$ cat src/hdl/rsq_pkg.sv
// Package for the ready slot queue: command codes and the decoded operation struct.
// Used by rsq_cell and ready_slot_queue_core; depends on nothing.

package rsq_pkg;

	localparam int CMD_W = 3;
	localparam int SLOT_IDX_W = 4;

	localparam logic [CMD_W-1:0] CMD_PUSH_BACK  = 3'd0;
	localparam logic [CMD_W-1:0] CMD_PUSH_FRONT = 3'd1;
	localparam logic [CMD_W-1:0] CMD_REMOVE     = 3'd2;
	localparam logic [CMD_W-1:0] CMD_READ       = 3'd3;
	localparam logic [CMD_W-1:0] CMD_CLEAR_SLOT = 3'd4;
	localparam logic [CMD_W-1:0] CMD_CLEAR_ALL  = 3'd5;

	typedef struct packed {
		logic push_back;
		logic push_front;
		logic remove;
		logic read;
		logic clear_slot;
		logic clear_all;
	} op_t;

endpackage

$ cat src/hdl/rsq_cell.sv
// One slot of the ready slot queue: record and valid mark, shifting to either neighbor.
// Depends on rsq_pkg for op_t and the slot index width.

module rsq_cell #(
	parameter int INDEX = 0,
	parameter int PAYLOAD_WIDTH = 64
) (
	input  logic                           clk,
	input  logic                           arst_n,
	input  logic                           en,
	input  rsq_pkg::op_t                   op,
	input  logic [rsq_pkg::SLOT_IDX_W-1:0] slot_index,
	input  logic [PAYLOAD_WIDTH-1:0]       rec,
	input  logic [PAYLOAD_WIDTH-1:0]       left_payload,
	input  logic                           left_valid,
	input  logic [PAYLOAD_WIDTH-1:0]       right_payload,
	input  logic                           right_valid,
	input  logic                           full_below,
	output logic                           full_out,
	output logic [PAYLOAD_WIDTH-1:0]       payload,
	output logic                           valid,
	output logic                           valid_next,
	output logic [PAYLOAD_WIDTH-1:0]       rd_payload,
	output logic                           rd_valid
);

	logic [PAYLOAD_WIDTH-1:0] payload_q;
	logic                     valid_q;
	logic [PAYLOAD_WIDTH-1:0] payload_d;
	logic                     valid_d;
	logic                     sel;
	logic                     at_or_after;

	assign sel         = int'(slot_index) == INDEX;
	assign at_or_after = int'(slot_index) <= INDEX;

	always_comb begin
		payload_d = payload_q;
		valid_d   = valid_q;
		if (op.push_back && full_below && !valid_q) begin
			payload_d = rec;
			valid_d   = 1'b1;
		end
		if (op.push_front) begin
			payload_d = left_payload;
			valid_d   = left_valid;
		end
		if (op.remove && at_or_after) begin
			payload_d = right_payload;
			valid_d   = right_valid;
		end
		if ((op.clear_slot && sel) || op.clear_all) begin
			valid_d = 1'b0;
		end
	end

	always_ff @(posedge clk or negedge arst_n) begin
		if (!arst_n) begin
			valid_q <= 1'b0;
		end else if (en) begin
			valid_q <= valid_d;
		end
	end

	always_ff @(posedge clk) begin
		if (en) begin
			payload_q <= payload_d;
		end
	end

	assign full_out   = full_below & valid_q;
	assign payload    = payload_q;
	assign valid      = valid_q;
	assign valid_next = valid_d;
	assign rd_valid   = sel & valid_q;
	assign rd_payload = (sel && valid_q) ? payload_q : '0;

endmodule

$ cat src/hdl/ready_slot_queue_core.sv
// Top level of the ready slot queue: command decode, row of slot cells, result register.
// Depends on rsq_pkg and rsq_cell.
//
//  channel | valid     | stall     | payload
//  --------+-----------+-----------+----------------------------------------------
//  in      | in_valid  | in_stall  | cmd, slot_index, entry_in
//  out     | out_valid | out_stall | entry_out, entry_present, queue_empty, overflow
//
// One transaction per cycle while in_stall is low: every command completes in the cycle it is accepted.
// The first-free search ripples through the cell row, QUEUE_DEPTH cells long.
// Reset empties every slot at once; no clearing pass is needed.
// in_stall rises only while a finished result sits in the output register and is stalled.

module ready_slot_queue_core #(
	parameter int QUEUE_DEPTH = 10,
	parameter int PAYLOAD_WIDTH = 64
) (
	input  logic                           clk,
	input  logic                           arst_n,
	input  logic                           in_valid,
	output logic                           in_stall,
	input  logic [rsq_pkg::CMD_W-1:0]      cmd,
	input  logic [rsq_pkg::SLOT_IDX_W-1:0] slot_index,
	input  logic [PAYLOAD_WIDTH-1:0]       entry_in,
	output logic                           out_valid,
	input  logic                           out_stall,
	output logic [PAYLOAD_WIDTH-1:0]       entry_out,
	output logic                           entry_present,
	output logic                           queue_empty,
	output logic                           overflow
);

	rsq_pkg::op_t             op;
	logic                     accept;
	logic                     out_valid_q;
	logic [PAYLOAD_WIDTH-1:0] entry_out_q;
	logic                     entry_present_q;
	logic                     queue_empty_q;
	logic                     overflow_q;

	logic [PAYLOAD_WIDTH-1:0] slot_payload [QUEUE_DEPTH];
	logic [PAYLOAD_WIDTH-1:0] rd_payload   [QUEUE_DEPTH];
	logic [QUEUE_DEPTH-1:0]   slot_valid;
	logic [QUEUE_DEPTH-1:0]   valid_next;
	logic [QUEUE_DEPTH-1:0]   rd_valid;
	logic [QUEUE_DEPTH:0]     full_chain;

	logic [PAYLOAD_WIDTH-1:0] sel_payload;
	logic                     sel_valid;

	assign in_stall = out_valid_q & out_stall;
	assign accept   = in_valid & ~in_stall;

	always_comb begin
		op = '0;
		unique case (cmd)
			rsq_pkg::CMD_PUSH_BACK:  op.push_back  = 1'b1;
			rsq_pkg::CMD_PUSH_FRONT: op.push_front = 1'b1;
			rsq_pkg::CMD_REMOVE:     op.remove     = 1'b1;
			rsq_pkg::CMD_READ:       op.read       = 1'b1;
			rsq_pkg::CMD_CLEAR_SLOT: op.clear_slot = 1'b1;
			rsq_pkg::CMD_CLEAR_ALL:  op.clear_all  = 1'b1;
			default: ;
		endcase
	end

	assign full_chain[0] = 1'b1;

	for (genvar i = 0; i < QUEUE_DEPTH; i++) begin : g_cell
		logic [PAYLOAD_WIDTH-1:0] left_payload;
		logic                     left_valid;
		logic [PAYLOAD_WIDTH-1:0] right_payload;
		logic                     right_valid;

		if (i == 0) begin : g_first
			assign left_payload = entry_in;
			assign left_valid   = 1'b1;
		end else begin : g_mid_left
			assign left_payload = slot_payload[i-1];
			assign left_valid   = slot_valid[i-1];
		end

		if (i == QUEUE_DEPTH - 1) begin : g_last
			assign right_payload = '0;
			assign right_valid   = 1'b0;
		end else begin : g_mid_right
			assign right_payload = slot_payload[i+1];
			assign right_valid   = slot_valid[i+1];
		end

		rsq_cell #(
			.INDEX        (i),
			.PAYLOAD_WIDTH(PAYLOAD_WIDTH)
		) u_cell (
			.clk          (clk),
			.arst_n       (arst_n),
			.en           (accept),
			.op           (op),
			.slot_index   (slot_index),
			.rec          (entry_in),
			.left_payload (left_payload),
			.left_valid   (left_valid),
			.right_payload(right_payload),
			.right_valid  (right_valid),
			.full_below   (full_chain[i]),
			.full_out     (full_chain[i+1]),
			.payload      (slot_payload[i]),
			.valid        (slot_valid[i]),
			.valid_next   (valid_next[i]),
			.rd_payload   (rd_payload[i]),
			.rd_valid     (rd_valid[i])
		);
	end

	always_comb begin
		sel_payload = '0;
		for (int i = 0; i < QUEUE_DEPTH; i++) begin
			sel_payload = sel_payload | rd_payload[i];
		end
	end

	assign sel_valid = |rd_valid;

	always_ff @(posedge clk or negedge arst_n) begin
		if (!arst_n) begin
			out_valid_q <= 1'b0;
		end else begin
			out_valid_q <= accept | in_stall;
		end
	end

	always_ff @(posedge clk) begin
		if (accept) begin
			entry_out_q     <= (op.read || op.remove) ? sel_payload : '0;
			entry_present_q <= (op.read | op.remove | op.clear_slot) & sel_valid;
			queue_empty_q   <= ~|valid_next;
			overflow_q      <= (op.push_back & full_chain[QUEUE_DEPTH])
			                 | (op.push_front & slot_valid[QUEUE_DEPTH-1]);
		end
	end

	assign out_valid     = out_valid_q;
	assign entry_out     = entry_out_q;
	assign entry_present = entry_present_q;
	assign queue_empty   = queue_empty_q;
	assign overflow      = overflow_q;

`ifndef SYNTHESIS
	a_clear_all_empties: assert property (@(posedge clk) disable iff (!arst_n)
		accept && op.clear_all |=> slot_valid == '0)
		else $error("clear_all left a valid slot");

	a_push_front_head: assert property (@(posedge clk) disable iff (!arst_n)
		accept && op.push_front |=> slot_valid[0])
		else $error("push_front did not fill slot 0");

	a_push_back_grows: assert property (@(posedge clk) disable iff (!arst_n)
		accept && op.push_back && !full_chain[QUEUE_DEPTH]
		|=> $countones(slot_valid) == $past($countones(slot_valid)) + 1)
		else $error("push_back did not add exactly one record");

	a_overflow_no_entry: assert property (@(posedge clk) disable iff (!arst_n)
		out_valid_q && overflow_q |-> !entry_present_q && !queue_empty_q)
		else $error("overflow result reports an entry or an empty queue");

	a_empty_matches_row: assert property (@(posedge clk) disable iff (!arst_n)
		accept |=> queue_empty_q == (slot_valid == '0))
		else $error("queue_empty disagrees with the slot row");
`endif

endmodule
$ cat config.mk
export PLATFORM = sky130hd
export DESIGN_NAME = ready_slot_queue_core
export DESIGN_NICKNAME = d
export VERILOG_FILES = /design/src/hdl/rsq_pkg.sv /design/src/hdl/rsq_cell.sv /design/src/hdl/ready_slot_queue_core.sv
export SDC_FILE = /design/constraint.sdc
export NUM_CORES = 1
export LEC_CHECK = 0
export ABC_AREA = 0
export BUFFER_PORTS_ARGS = -buffer_cell sky130_fd_sc_hd__buf_2
export CAP_MARGIN = 5
export CORE_MARGIN = 2
export CORE_UTILIZATION = 55
export DETAILED_ROUTE_END_ITERATION = 12
export GPL_TIMING_DRIVEN = 1
export PLACE_DENSITY = 0.72
export SYNTH_ARGS = -nofsm -noshare
export SYNTH_HDL_FRONTEND = slang
export SYNTH_SLANG_ARGS = --single-unit
$ cat constraint.sdc
create_clock -name clk -period 7.7 [get_ports clk]
set_input_delay 0.385 -clock clk [delete_from_list [all_inputs] [get_ports clk]]
set_output_delay 0.385 -clock clk [all_outputs]
set_load 0.05 [all_outputs]
# Word level (Yosys, flattened, before mapping)
# Cells that the tools add are included.
[totals] regBits=718 input_bits=75 output_inout_bits=69 wordCells=267
[classes] n_lt_le_gt_ge=10 n_eq_ne=14 mux=85 n_bitwise=38 n_reduce_logical=95
[op_table] op="64-bit 2-to-1 mux" count=39
[op_table] op="64-bit bitwise OR" count=9
[op_table] op="1-bit logical AND" count=49
[op_table] op="1-bit 2-to-1 mux" count=46
[op_table] op="3-bit nonzero test" count=10
[op_table] op="1-bit AND" count=24
[op_table] op="4-bit == test (second input constant)" count=6
[op_table] op="2-bit AND reduction" count=10
[op_table] op="10-bit OR reduction" count=2
[op_table] op="4-bit by 3-bit less-or-equal comparator with 1-bit output (second input constant)" count=4
[op_table] op="1-bit logical NOT" count=11
[op_table] op="1-bit logical OR" count=11
[op_table] op="4-bit by 3-bit == test with 1-bit output (second input constant)" count=2
[op_table] op="4-bit by 1-bit less-or-equal comparator with 1-bit output (second input constant)" count=2
[op_table] op="4-bit by 2-bit less-or-equal comparator with 1-bit output (second input constant)" count=2
[op_table] op="4-bit less-or-equal comparator (second input constant)" count=2
[op_table] op="3-bit by 2-bit == test with 1-bit output (second input constant)" count=2
[op_table] op="3-bit == test (second input constant)" count=2
[op_table] op="4-bit by 2-bit == test with 1-bit output (second input constant)" count=1
[op_table] op="4-bit logical NOT" count=1
[op_table] op="1-bit bitwise OR" count=4
[op_table] op="3-bit by 1-bit == test with 1-bit output (second input constant)" count=1
[op_table] op="3-bit logical NOT" count=1
[op_table] op="1-bit inverter" count=1

# Longest topological paths before layout
[depth] ltp_word=16 depth_mapped=9 depth_no_buf=6

# By module
# Synthesis repeated with hierarchy kept, for this count alone.
[hier_totals] hier_cells=3945 area_unflattened_um2=43604.3
[modules_own_cells] module="rsq_cell at g_cell[0].u_cell" n_inst=1 cells_per_inst=379 area_per_inst_um2=4227.8 seq_area_each_um2=1946.9
[modules_own_cells] module="rsq_cell at g_cell[2].u_cell" n_inst=1 cells_per_inst=295 area_per_inst_um2=4220.3 seq_area_each_um2=1946.9
[modules_own_cells] module="rsq_cell at g_cell[5].u_cell" n_inst=1 cells_per_inst=304 area_per_inst_um2=4097.7 seq_area_each_um2=1946.9
[modules_own_cells] module="rsq_cell at g_cell[9].u_cell" n_inst=1 cells_per_inst=380 area_per_inst_um2=4051.4 seq_area_each_um2=1946.9
[modules_own_cells] module="rsq_cell at g_cell[4].u_cell" n_inst=1 cells_per_inst=381 area_per_inst_um2=4021.4 seq_area_each_um2=1946.9
[modules_own_cells] module="rsq_cell at g_cell[6].u_cell" n_inst=1 cells_per_inst=374 area_per_inst_um2=3995.1 seq_area_each_um2=1946.9
[modules_own_cells] module="rsq_cell at g_cell[1].u_cell" n_inst=1 cells_per_inst=372 area_per_inst_um2=3858.7 seq_area_each_um2=1946.9
[modules_own_cells] module="rsq_cell at g_cell[7].u_cell" n_inst=1 cells_per_inst=374 area_per_inst_um2=3838.7 seq_area_each_um2=1946.9
[modules_own_cells] module="rsq_cell at g_cell[3].u_cell" n_inst=1 cells_per_inst=367 area_per_inst_um2=3827.4 seq_area_each_um2=1946.9
[modules_own_cells] module="rsq_cell at g_cell[8].u_cell" n_inst=1 cells_per_inst=366 area_per_inst_um2=3814.9 seq_area_each_um2=1946.9
[modules_own_cells] module="ready_slot_queue_core" n_inst=1 cells_per_inst=353 area_per_inst_um2=3651.0 seq_area_each_um2=2037.0

# Worst setup path after synthesis
# No wires, ideal clock.
[synth_timing] path_kind="reg-to-reg" startpoint="reg out_valid_q (netlist: out_valid)" endpoint="reg g_cell[0].u_cell.payload_q[0], enable pin" setup_ns=0.565 arrival_time_ns=5.545 t_required_ns=7.135 slack_ns=1.590 path_stages_with_launch=5 n_path_buf=1 synth_period_minus_slack_ns=6.110 path_cell_list="dfrtp_1 nand2_1 nand2_1 clkbuf_1 nor3_1"
[synth_via] elab_chain_len=4
[synth_lines] item="start: declaration" line="ready_slot_queue_core.sv:35" rtl="logic out_valid_q;"
[synth_lines] item="start signal: assignment" line="ready_slot_queue_core.sv:128" rtl="out_valid_q <= accept | in_stall;"
[synth_lines] item="1-bit AND" line="ready_slot_queue_core.sv:51" rtl="assign in_stall = out_valid_q & out_stall;"
[synth_lines] item="1-bit inverter" line="ready_slot_queue_core.sv:52" rtl="assign accept = in_valid & ~in_stall;"
[synth_lines] item="1-bit AND" line="ready_slot_queue_core.sv:52"
[synth_lines] item="2-bit AND reduction (no source line)"
[synth_lines] item="end signal: assignment" line="rsq_cell.sv:67" rtl="payload_q <= payload_d;"
[synth_lines] item="end: declaration" line="rsq_cell.sv:27" rtl="logic [PAYLOAD_WIDTH-1:0] payload_q;"
# Every way passes these cells.
# A chain may end at the register's enable or synchronous reset.

# Final worst setup path
[layout_timing] startpoint="in cmd[1] (netlist bit)" endpoint="reg g_cell[6].u_cell.payload_q[28], data pin"
[layout_via] elab_chain_len=4 elab_cells_between_ends=7 cone_classes="eq/ne: 2; mux: 4; reduce/logical: 1"
[layout_lines] item="start: declaration" line="ready_slot_queue_core.sv:22" rtl="input logic [rsq_pkg::CMD_W-1:0] cmd,"
[layout_lines] item="3-bit by 1-bit == test with 1-bit output or 3-bit by 2-bit == test with 1-bit output (tied branches)" line="ready_slot_queue_core.sv:56" rtl="unique case (cmd)"
[layout_lines] item="1-bit 2-to-1 mux" line="ready_slot_queue_core.sv:56"
[layout_lines] item="64-bit 2-to-1 mux or 1-bit logical AND (tied branches)" line="rsq_cell.sv:44, rsq_cell.sv:48"
[layout_lines] item="64-bit 2-to-1 mux *" line="rsq_cell.sv:48" rtl="if (op.remove && at_or_after) begin"
[layout_lines] item="net g_cell[6].u_cell.payload_d[28]" line="rsq_cell.sv:29" rtl="logic [PAYLOAD_WIDTH-1:0] payload_d;"
[layout_lines] item="end signal: assignment" line="rsq_cell.sv:67"
[layout_lines] item="end: declaration" line="rsq_cell.sv:27"
# The timed path passes the listed nets; every way through them passes the cells marked *.

==> results.sh <==
export IMPL_die_y_um=259.6
export IMPL_clk_pin_slew_ns=0.06
export IMPL_cts_htree_levels=3
export IMPL_ys_seq_area_share_pct=59.83
export IMPL_crit_required_ns=8.02
export IMPL_postCtsSetupBuffers=0
export IMPL_gp_congestion=0.8891
export IMPL_setup_viol=0
export IMPL_fmax_mhz=240.9
export IMPL_drt_iter0_markers=4742
export IMPL_crit_chain="buf_2 > nor4b_4 > buf_4 > buf_4 > and2_4 > buf_4 > o21ai_0"
export IMPL_io_buffers=143
export IMPL_nNetsFinal=3447
export IMPL_holdWs_ns=0.02181
export IMPL_slew_headroom_pct=17.99
export IMPL_grt_pass1_wl_mm=173.3
export IMPL_synth_area_um2=35940
export IMPL_grt_max_degree=211
export IMPL_power_total_mw=9.140
export IMPL_synth_edf_count=707
export IMPL_cts_tree="built"
export IMPL_antenna_found_initial=5
export IMPL_seq_area_um2=21510
export IMPL_drv_cap=0
export IMPL_routedWlPerCell_um=27.09
export IMPL_overflow=0
export IMPL_hold_depth=3
export IMPL_arrival_ns=4.47
export IMPL_synth_fp_nets=3527
export IMPL_layout_drive_gt1_share_pct=11.83
export IMPL_design_area_um2=39360
export IMPL_cts_root_buf="clkbuf_16"
export IMPL_synth_top_flop_cell="edfxtp_1"
export IMPL_tns_ns=0
export IMPL_critical_path_class="input pin to register"
export IMPL_grt_usage_pct=33.88
export IMPL_grt_pass1_vias=28549
export IMPL_synthArstFlopShare_pct=1.532
export IMPL_max_stage_delay_ns=0.94
export IMPL_peakVddDrop_uv=170.2
export IMPL_area_delta_synth_final_pct=9.492
export IMPL_drc_errors=0
export IMPL_finalWirelength_mm=116.2
export IMPL_multi_input_area_um2=13110
export IMPL_cts_sinks=718
export IMPL_dp_slack_ns=3.065
export IMPL_layout_min_cycle_time_ns=4.152
export IMPL_rsz0062_at_grt="false"
export IMPL_outcome="complete, no violations"
export IMPL_p_per_area_nw_per_um2=232.2
export IMPL_fin_ws_ns=3.548
export IMPL_yosysWarningCount=0
export IMPL_io_pins=144
export IMPL_hold_violations=0
export IMPL_dieArea_um2=67420
export IMPL_finalClockSkew_ns=0.02394
export IMPL_clkLatencyLatePin_ns=0.63
export IMPL_core_area_um2=64580
export IMPL_end_kind="register"
export IMPL_final_common_cell="a21oi_1"
export IMPL_place_area_um2=36840
export IMPL_layout_common_cells="a21oi_1, edfxtp_1, nor2_1"
export IMPL_cp_slowest_cell="buf_4"
export IMPL_hpwlAfterDp_mm=59.92
export IMPL_slew_viol_final=0
export IMPL_ys_types=55
export IMPL_ant_nets=0
export IMPL_start_util_pct=55.66
export IMPL_reg2reg_depth=6
export IMPL_dr_pass1_iters=6
export IMPL_clk_path_buf_depth=3
export IMPL_vias=29924
export IMPL_cts_buffers=75
export IMPL_synth_cells=3452
export IMPL_worst_pin_slew_ns=1.230
export IMPL_die_x_um=259.6
export IMPL_cts_resized=0
export IMPL_start_kind="input pin"
export IMPL_num_rows=93
export IMPL_ys_ff_latch=718
export IMPL_total_leakage_power_nw=12.72
export IMPL_fill_cells=5127
export IMPL_worst_path_max_fanout=88
export IMPL_min_period_over_period_pct=53.92
export IMPL_hp_class="input pin to register"
export IMPL_vias_per_cell=6.975
export IMPL_avgSynthCellArea_um2=10.41
export IMPL_cpMostUsedCell="buf_4"
-- critical path, delay by kind of cell --
family                 cells  cell delay [ns]
buffers and inverters      4             2.81
AO/OA/AOI/OAI              1             0.26
AND/OR/NAND/NOR            2             0.93
-- kinds of logic after synthesis --
family,after synthesis,share of synthesized area [%]
DFF,718,59.83
and+or+nand+nor,764,9.012
AOI/OAI and AO/OA,1541,24.85
buffers and inverters,363,4.247
muxes,66,2.064
-- timing repair --
action	4_1_cts	5_1_grt
endpoints found under the hold margin	12	0
setup endpoints to repair	0	0
hold buffers	2	0
-- flip-flops by register name, summed over array words and instances (netlist names) --
name and flops:
g_cell.u_cell.payload 640, entry_out 64, g_cell.u_cell.valid 10, entry_present 1
out_valid 1, overflow 1, queue_empty 1
-- cell type report --
class                   count  share of cell area (%)
flip-flops and latches    718                   54.64
multi-input cells        2371                   33.32
clock buffers              93                   5.128
repair buffers            196                   2.874
well taps                 855                   2.718
clock inverters            44                   1.202
inverters                  10                 0.09855
diodes                      3                 0.01907
-- through the flow --
step,std cells,utilization [%]
finish,4290,60.94
detailed placement,4148,57.04
global route,4290,60.94
floorplan,3452,-
CTS,4287,60.93
global placement,4148,57.04
-- path summary, 6_finish.rpt --
path,end,slack [ns],startpoint
hold reg to reg,out_valid$_DFF_PN0_,0.53,out_valid$_DFF_PN0_
max in group asynchronous,g_cell[0].u_cell.valid$_DFFE_PN0P_,7.25,arst_n
min in group asynchronous,g_cell[1].u_cell.valid$_DFFE_PN0P_,0.19,arst_n
hold / removal,out_valid$_DFF_PN0_,0.02,out_stall
setup reg to reg,g_cell[7].u_cell.payload[41]$_DFFE_PP_,4.08,g_cell[0].u_cell.valid$_DFFE_PN0P_
setup / recovery,g_cell[6].u_cell.payload[28]$_DFFE_PP_,3.55,cmd[1]
-- routing by layer --
| metal | part of all wire [%] | GRT usage [%] | up-vias | wire, µm |
|---|---|---|---|---|
| met2 | 46 | 53.90 | 2430 | 53760 |
| li1 | - | - | 12883 | - |
| met3 | 13 | 5.312 | 425 | 15010 |
| met4 | 4.7 | 16.36 | 2 | 5438 |
| met5 | 0.011 | 0 | - | 13 |
| met1 | 36 | 45.74 | 14184 | 42010 |
-- synthesized netlist by cell type, types with 3 or more instances --
master	instances	area (µm²)
a21oi_1	851	4259
a221oi_1	107	937.2
a22o_1	86	753.2
a22oi_1	130	975.9
a31oi_1	70	437.9
and2_0	3	18.77
and2_1	67	419.2
and3_1	8	50.05
buf_1	21	78.83
buf_2	110	550.5
buf_4	3	22.52
clkbuf_1	217	814.5
dfrtp_1	11	275.3
edfxtp_1	707	21230
inv_1	10	37.54
mux2_2	65	732.0
nand2_1	306	1149
nand2b_1	6	37.54
nand3_1	5	25.02
nor2_1	334	1254
nor2b_1	6	37.54
nor3_1	7	35.03
nor4_1	3	18.77
o211ai_1	3	22.52
o21ai_0	239	1196
o21ai_1	35	175.2
o22ai_1	3	18.77
o31ai_1	3	22.52
-- power breakdown --
group | leakage [nW] | switching, mW | internal [mW]
clock network | 1.21 | 1.57 | 2.17
logic | 4.88 | 0.581 | 0.255
registers | 6.63 | 0.0949 | 4.46
Power figures use the tool's default switching activity.
